===== src/design/mbb_pkg.sv =====
// Shared constants, types and widths for the mesh bounding box centre and radius unit.
`default_nettype none
package mbb_pkg;

  localparam int COORD_BITS = 32;
  localparam int FRAC_BITS  = 16;
  localparam int NUM_AXES   = 3;

  // Sum of three squared extents, and its floor square root.
  localparam int SUM_W      = 2 * COORD_BITS + 2;
  localparam int ROOT_W     = SUM_W / 2;
  localparam int ROOT_ITERS = SUM_W / 2;
  localparam int ITER_W     = $clog2(ROOT_ITERS + 1);

  localparam int IN_DATA_W  = ((NUM_AXES * COORD_BITS + 7) / 8) * 8;
  localparam int OUT_DATA_W = (((NUM_AXES + 1) * COORD_BITS + 7) / 8) * 8;

  localparam logic [COORD_BITS-1:0] RAD_EMPTY = COORD_BITS'(64'd1 << FRAC_BITS);
  localparam logic [COORD_BITS-1:0] RAD_MIN   = COORD_BITS'((64'd1 << FRAC_BITS) >> 1);

  typedef struct packed {
    logic [COORD_BITS-1:0]        extent;
    logic signed [COORD_BITS-1:0] center;
  } lane_out_t;

  typedef struct packed {
    logic signed [COORD_BITS-1:0] center_x;
    logic signed [COORD_BITS-1:0] center_y;
    logic signed [COORD_BITS-1:0] center_z;
    logic [COORD_BITS-1:0]        radius;
    logic                         was_empty;
  } mbb_result_t;

endpackage
`default_nettype wire


===== src/design/mbb_lane.sv =====
// One axis lane: running minimum and maximum, with extent and centre of the box.
`default_nettype none
module mbb_lane
  import mbb_pkg::*;
(
  input  wire logic                  clk,
  input  wire logic                  rst,
  input  wire logic                  take,
  input  wire logic                  first,
  input  wire logic                  clear,
  input  wire logic [COORD_BITS-1:0] value,
  output lane_out_t                  lane_out
);

  logic signed [COORD_BITS-1:0] low;
  logic signed [COORD_BITS-1:0] high;
  logic [COORD_BITS:0]          sum;

  always_ff @(posedge clk) begin
    if (rst || clear) begin
      low  <= '0;
      high <= '0;
    end else if (take) begin
      if (first || ($signed(value) < low)) begin
        low <= $signed(value);
      end
      if (first || ($signed(value) > high)) begin
        high <= $signed(value);
      end
    end
  end

  // The difference of the bounds never exceeds the unsigned range, so a wrap-around
  // subtraction gives the extent exactly.
  assign sum             = {high[COORD_BITS-1], high} + {low[COORD_BITS-1], low};
  assign lane_out.extent = COORD_BITS'(high - low);
  assign lane_out.center = $signed(sum[COORD_BITS:1]);

endmodule
`default_nettype wire


===== src/design/mbb_merge.sv =====
// Merging stage: sum of squared extents, digit-by-digit square root and result register.
`default_nettype none
module mbb_merge
  import mbb_pkg::*;
(
  input  wire logic        clk,
  input  wire logic        rst,
  input  wire logic        start,
  input  wire logic        seen,
  input  wire lane_out_t   lane_x,
  input  wire lane_out_t   lane_y,
  input  wire lane_out_t   lane_z,
  output logic             busy,
  output mbb_result_t      out_res,
  output logic             out_valid,
  input  wire logic        out_ready
);

  localparam logic [1:0] ST_IDLE = 2'd0;
  localparam logic [1:0] ST_SQ   = 2'd1;
  localparam logic [1:0] ST_ROOT = 2'd2;
  localparam logic [1:0] ST_OUT  = 2'd3;

  logic [1:0]              state;
  logic [ITER_W-1:0]       cnt;
  logic [COORD_BITS-1:0]   ext0;
  logic [COORD_BITS-1:0]   ext1;
  logic [COORD_BITS-1:0]   ext2;
  logic [2*COORD_BITS-1:0] prod;
  logic [SUM_W-1:0]        acc;
  logic [ROOT_W:0]         rem;
  logic [ROOT_W-1:0]       root;
  mbb_result_t             res;

  logic [ROOT_W+1:0]       rem_sh;
  logic [ROOT_W+1:0]       trial;
  logic [ROOT_W+1:0]       rem_diff;
  logic                    fits;
  logic [COORD_BITS-1:0]   rad_half;
  logic [COORD_BITS-1:0]   rad_final;
  logic                    out_free;

  // Each step brings down the next two bits of the sum and tries to set one root bit.
  assign rem_sh    = {rem[ROOT_W-1:0], acc[SUM_W-1 -: 2]};
  assign trial     = {root, 2'b01};
  assign fits      = (rem_sh >= trial);
  assign rem_diff  = rem_sh - trial;
  assign rad_half  = root[ROOT_W-1:1];
  assign rad_final = res.was_empty ? RAD_EMPTY :
                     ((rad_half < RAD_MIN) ? RAD_MIN : rad_half);
  assign out_free  = !out_valid || out_ready;
  assign busy      = (state != ST_IDLE);

  always_ff @(posedge clk) begin
    if (rst) begin
      state     <= ST_IDLE;
      cnt       <= '0;
      out_valid <= 1'b0;
    end else begin
      if (out_valid && out_ready) begin
        out_valid <= 1'b0;
      end
      case (state)
        ST_IDLE: begin
          if (start) begin
            ext0          <= lane_x.extent;
            ext1          <= lane_y.extent;
            ext2          <= lane_z.extent;
            acc           <= '0;
            rem           <= '0;
            root          <= '0;
            cnt           <= '0;
            res.was_empty <= !seen;
            res.center_x  <= seen ? lane_x.center : '0;
            res.center_y  <= seen ? lane_y.center : '0;
            res.center_z  <= seen ? lane_z.center : '0;
            res.radius    <= '0;
            state         <= seen ? ST_SQ : ST_OUT;
          end
        end
        ST_SQ: begin
          // One shared multiplier; the product is registered before it is summed.
          if (cnt < ITER_W'(NUM_AXES)) begin
            prod <= ext0 * ext0;
            ext0 <= ext1;
            ext1 <= ext2;
          end
          if (cnt != '0) begin
            acc <= acc + SUM_W'(prod);
          end
          if (cnt == ITER_W'(NUM_AXES)) begin
            cnt   <= '0;
            state <= ST_ROOT;
          end else begin
            cnt <= cnt + 1'b1;
          end
        end
        ST_ROOT: begin
          acc <= {acc[SUM_W-3:0], 2'b00};
          if (fits) begin
            rem  <= rem_diff[ROOT_W:0];
            root <= {root[ROOT_W-2:0], 1'b1};
          end else begin
            rem  <= rem_sh[ROOT_W:0];
            root <= {root[ROOT_W-2:0], 1'b0};
          end
          if (cnt == ITER_W'(ROOT_ITERS - 1)) begin
            state <= ST_OUT;
          end
          cnt <= cnt + 1'b1;
        end
        ST_OUT: begin
          if (out_free) begin
            out_res.center_x  <= res.center_x;
            out_res.center_y  <= res.center_y;
            out_res.center_z  <= res.center_z;
            out_res.radius    <= rad_final;
            out_res.was_empty <= res.was_empty;
            out_valid         <= 1'b1;
            state             <= ST_IDLE;
          end
        end
        default: begin
          state <= ST_IDLE;
        end
      endcase
    end
  end

endmodule
`default_nettype wire


===== src/design/mesh_bounding_box_center_radius_unit.sv =====
// Top level of the mesh bounding box centre and radius unit.
//
// Vertex beats arrive on the s_ channel: tdata carries x, y and z in signed
// Q16.16, tuser says whether the beat holds a vertex and tlast closes a mesh.
// Three axis lanes track the running minimum and maximum, one beat per cycle.
// The beat with tlast set is folded into the box when it holds a vertex, after
// which the lanes hand their extents and centres to the merging stage and clear
// for the next mesh. The merging stage squares the three extents on one shared
// multiplier and then takes the 33-bit floor square root one bit per cycle, and
// passes the result to the output register on m_. Vertex beats stream at one
// per cycle; after a closing beat s_tready stays low until the merging stage has
// passed its result to the output register, so the square root sets the spacing
// between meshes. An empty mesh gives centre zero, radius 1.0 and tuser set.
// The output register holds its beat while m_tready is low; vertex beats and the
// closing beat of the following mesh are still taken meanwhile, and its result
// then waits in the merging stage until the output register is free. Reset
// empties the box and drops any pending result.
`default_nettype none
module mesh_bounding_box_center_radius_unit
  import mbb_pkg::*;
(
  input  wire logic                  clk,
  input  wire logic                  rst,
  input  wire logic                  s_tvalid,
  output logic                       s_tready,
  input  wire logic [IN_DATA_W-1:0]  s_tdata,  // pos_x, pos_y, pos_z
  input  wire logic                  s_tuser,  // has_vertex
  input  wire logic                  s_tlast,  // last
  output logic                       m_tvalid,
  input  wire logic                  m_tready,
  output logic [OUT_DATA_W-1:0]      m_tdata,  // center_x, center_y, center_z, radius
  output logic                       m_tuser   // was_empty
);

  logic        in_beat;
  logic        take;
  logic        seen_any;
  logic        finish;
  logic        merge_busy;
  lane_out_t   lane_x;
  lane_out_t   lane_y;
  lane_out_t   lane_z;
  mbb_result_t out_res;

  assign s_tready = !finish && !merge_busy;
  assign in_beat  = s_tvalid && s_tready;
  assign take     = in_beat && s_tuser;

  always_ff @(posedge clk) begin
    if (rst) begin
      seen_any <= 1'b0;
      finish   <= 1'b0;
    end else begin
      finish <= in_beat && s_tlast;
      if (finish) begin
        seen_any <= 1'b0;
      end else if (take) begin
        seen_any <= 1'b1;
      end
    end
  end

  mbb_lane u_lane_x (
    .clk      (clk),
    .rst      (rst),
    .take     (take),
    .first    (!seen_any),
    .clear    (finish),
    .value    (s_tdata[COORD_BITS-1:0]),
    .lane_out (lane_x)
  );

  mbb_lane u_lane_y (
    .clk      (clk),
    .rst      (rst),
    .take     (take),
    .first    (!seen_any),
    .clear    (finish),
    .value    (s_tdata[2*COORD_BITS-1:COORD_BITS]),
    .lane_out (lane_y)
  );

  mbb_lane u_lane_z (
    .clk      (clk),
    .rst      (rst),
    .take     (take),
    .first    (!seen_any),
    .clear    (finish),
    .value    (s_tdata[3*COORD_BITS-1:2*COORD_BITS]),
    .lane_out (lane_z)
  );

  mbb_merge u_merge (
    .clk       (clk),
    .rst       (rst),
    .start     (finish),
    .seen      (seen_any),
    .lane_x    (lane_x),
    .lane_y    (lane_y),
    .lane_z    (lane_z),
    .busy      (merge_busy),
    .out_res   (out_res),
    .out_valid (m_tvalid),
    .out_ready (m_tready)
  );

  assign m_tdata = OUT_DATA_W'({out_res.radius, out_res.center_z,
                                out_res.center_y, out_res.center_x});
  assign m_tuser = out_res.was_empty;

endmodule
`default_nettype wire


===== config.mk =====
export PLATFORM = sky130hd
export DESIGN_NAME = mesh_bounding_box_center_radius_unit
export DESIGN_NICKNAME = d
export VERILOG_FILES = /design/src/design/mbb_pkg.sv /design/src/design/mbb_lane.sv /design/src/design/mbb_merge.sv /design/src/design/mesh_bounding_box_center_radius_unit.sv
export SDC_FILE = /design/constraint.sdc
export NUM_CORES = 2
export LEC_CHECK = 0
export BUFFER_PORTS_ARGS = -buffer_cell sky130_fd_sc_hd__buf_4
export CAP_MARGIN = 40
export CORE_MARGIN = 10
export CORE_UTILIZATION = 58
export DETAILED_ROUTE_END_ITERATION = 10
export GPL_TIMING_DRIVEN = 0
export HOLD_SLACK_MARGIN = 0.02
export PLACE_DENSITY = 0.75
export SYNTH_ARGS = -nofsm -noshare
export SYNTH_HDL_FRONTEND = slang
export SYNTH_SLANG_ARGS = --single-unit
export TNS_END_PERCENT = 30

===== constraint.sdc =====
create_clock -name clk -period 28.7 [get_ports clk]
set_input_delay 0 -clock clk [delete_from_list [all_inputs] [get_ports clk]]
set_output_delay 0 -clock clk [all_outputs]
set_load 0.1 [all_outputs]

==> impl_metrics.ini <==
[finish]
synthToLayoutAreaGrowth_pct = 12.0
drive_above_1_share = 0.0674
fin_nets = 9967
stdcell_count = 10025

[min_path]
holdPathStages = 4
holdPathEnd = u_lane_z.high[9]
worstHoldStart = s_tdata[73]
min_path_type = input port to register

[synthesis]
postSynthCellCount = 7772
synthXorXnorAreaFrac = 0.0403
synthAdderAreaFrac = 0.346
synth-simple-area-share = 0.122
synth_mux_area_frac = 0.0220
synth_ff_type = edfxtp_1
syn-num-nets = 9450
ys_seq_area_frac = 0.264
synth_edf_count = 517
async_flop_share = 0
syn_area_per_cell_sq_um = 9.56
ys_top_cells_by_area = fa_1, edfxtp_1, ha_1
netlist.area_leader.share = 0.215
synth_top_family_by_area = adder cells
synth_top_cell_by_area = fa_1
syn_area_sq_um = 74300
yosys_warnings = 0
ys_types = 91
synth-compound-area-share = 0.123
yosys_register_bits = 720

[critical_path]
r2r_end = u_merge.prod[57]
critical-path-slowest-cell = edfxtp_1
r2r_slack_ns = 18.57
setup.worst_path.end_class = register
crit_arrival_ns = 10.59
reg2reg_from = u_merge.ext0[5]
worst-path-max-fanout = 10
worstSetupPathType = register to register
cpMostUsedCell = fa_1
r2r_cells = 29
max_stage_delay_ns = 0.88
cp.required_ns = 29.15
startpoint_type = register

[sta]
timing.setup.tns_ns = 0
max_freq_ghz = 0.0987
tightest_slew_ns = 1.08
setup_viol = 0
rsz0062_at_grt = false
slew_headroom = 0.283
final_hold_viol_count = 0
period_needed_ns = 10.13
drv_slew = 0
fin_crit_sh = 0.353
skew_ns = 0.0666

[global_routing]
grt_pass1_vias = 60249
antenna_found_initial = 13
grt_pass1_wl_mm = 350
grt_max_degree = 31
grtUsageTotal = 0.320
overflow = 0

[die]
die-height_microns = 378
die_w_microns = 378
die_area_sq_um = 143000
core-area_sq_um = 127000
start_util = 0.583
rows = 131
ios = 233

[detailed_routing]
drtPass1Iterations = 6
drt_iter0_drc = 4730
vias_per_cell = 5.86
wl_mm = 229
vias = 58699
ant_nets = 0
routedWlPerCell_microns = 22.9
drc_errors = 0

[clock_tree]
clk_pin_slew_worst_paths_ns = 0.06
ctsHoldBuffers = 102
cts_made_buffers = 81
cts_resized = 0
postCtsSetupBuffers = 0
cts_root_buffer = clkbuf_16
insertion_delay_ns = 0.72
cts.sinks = 720
cts_buffer_depth = 3
cts_htree_levels = 3
cts_tree = yes

[placement]
place_congestion = 1.05
portBuffers = 232
dp_cells = 9764
place_hpwl_mm = 189

[status]
outcome = completed

[run]
cap_violations = 0
-- cell usage in the layout (no fill, tap or decap), types with 37 or more instances in the layout --
cell,count
a21o_1,215
a21oi_1,421
a31oi_1,44
and2_1,261
and3_1,39
buf_2,40
buf_4,252
buf_6,41
clkbuf_1,285
clkbuf_16,82
dfxtp_1,203
dlygate4sd3_1,102
edfxtp_1,517
fa_1,797
ha_1,779
inv_1,1305
mux2i_1,159
nand2_1,510
nand2b_1,50
nand3_1,128
nand4_1,77
nor2_1,561
nor2b_1,76
nor3_1,82
o21ai_0,346
o21bai_1,70
or3_1,37
xnor2_1,240
xor2_1,102
-- cell families after synthesis --
group / Yosys count
compound gates: 1435
xor+xnor: 342
fa+ha+maj: 1576
buf+inv: 1628
flops: 720
mux: 163
simple gates: 1908
-- how the worst max path moves through the flow --
stage | start | endpoint | slack (ns) | cells past startpoint
6_report | u_merge.ext0[5] | u_merge.prod[57] | 18.57 | 29
5_1_grt | u_merge.ext0[5] | u_merge.prod[57] | 18.30 | 29
4_1_cts | u_merge.ext0[5] | u_merge.prod[57] | 18.84 | 29
3_5_place_dp | u_merge.ext0[5] | u_merge.prod[57] | 18.84 | 29
3_3_place_gp | u_merge.state[0] | u_merge.out_res[124] | 11.74 | 2
2_1_floorplan | u_merge.out_valid | u_merge.out_res[0] | 17.64 | 2
-- stage by stage --
| step | area, sq um | hold WS [ns] | setup slack (ns) | util |
|---|---|---|---|---|
| after floorplan | 74300 | 0.144 | 17.64 | - |
| after global placement | 78100 | 0.258 | 11.74 | 0.613 |
| after detailed placement | 79300 | 0.269 | 18.84 | 0.623 |
| after CTS | 83200 | 0.0492 | 18.84 | 0.653 |
| after global routing | 83200 | 0.0776 | 18.30 | 0.653 |
| final | 83200 | 0.0999 | 18.57 | 0.654 |
-- Yosys cell counts (all sizes together) (29+ instances only) --
cell    count
fa        797
nand3     128
mux2i     159
and2      261
a211oi     41
clkbuf    271
and3       39
buf        52
nand2b     50
nand2     510
or3        37
xnor2     240
a31oi      44
o21a       37
dfxtp     203
a21oi     427
o21bai     70
a21o      215
a22oi      29
o21ai     357
nor2b      76
ha        779
nor2      563
inv      1305
nand4      77
xor2      102
nor3       85
edfxtp    517
-- registers in the layout, indices dropped and copies added, names as in the netlist, 33 cells and up --
signal / count
u_merge.root: 33
u_merge.prod: 63
u_merge.out_res: 129
u_merge.acc: 66
u_merge.res: 97
u_merge.rem: 33
-- worst max-delay path: cells and delay by family, from the launching register on --
family	cells	cell delay [ns]
fa+ha+maj	9	4.44
compound gates	9	2.46
buf+inv	9	1.72
flops	1	0.88
xor+xnor	1	0.25
simple gates	1	0.15
-- routing by layer --
layer | wire length [microns] | part of all wire | vias up | GRT usage
met5 | 13 | 0.000057 | - | 0
met4 | 15100 | 0.066 | 2 | 0.179
met3 | 18800 | 0.082 | 647 | 0.0632
met2 | 105000 | 0.46 | 2393 | 0.516
met1 | 90200 | 0.39 | 28830 | 0.402
li1 | - | - | 26827 | -
-- area by class of cell --
cell class              count  area, sq um
diodes                      7         17.5
fillers                 10414        44100
flip-flops and latches    720        19600
plain buffers             323         1270
inverters                1305         4900
well taps                1662         2080
repair buffers            434         3910
clock buffers              99         2120
multi-input cells        5424        48600
clock inverters            51          741
Power is left out: the tool's default activity adds up to more than one toggle a clock period on the data nets, which glitch-free logic cannot reach.
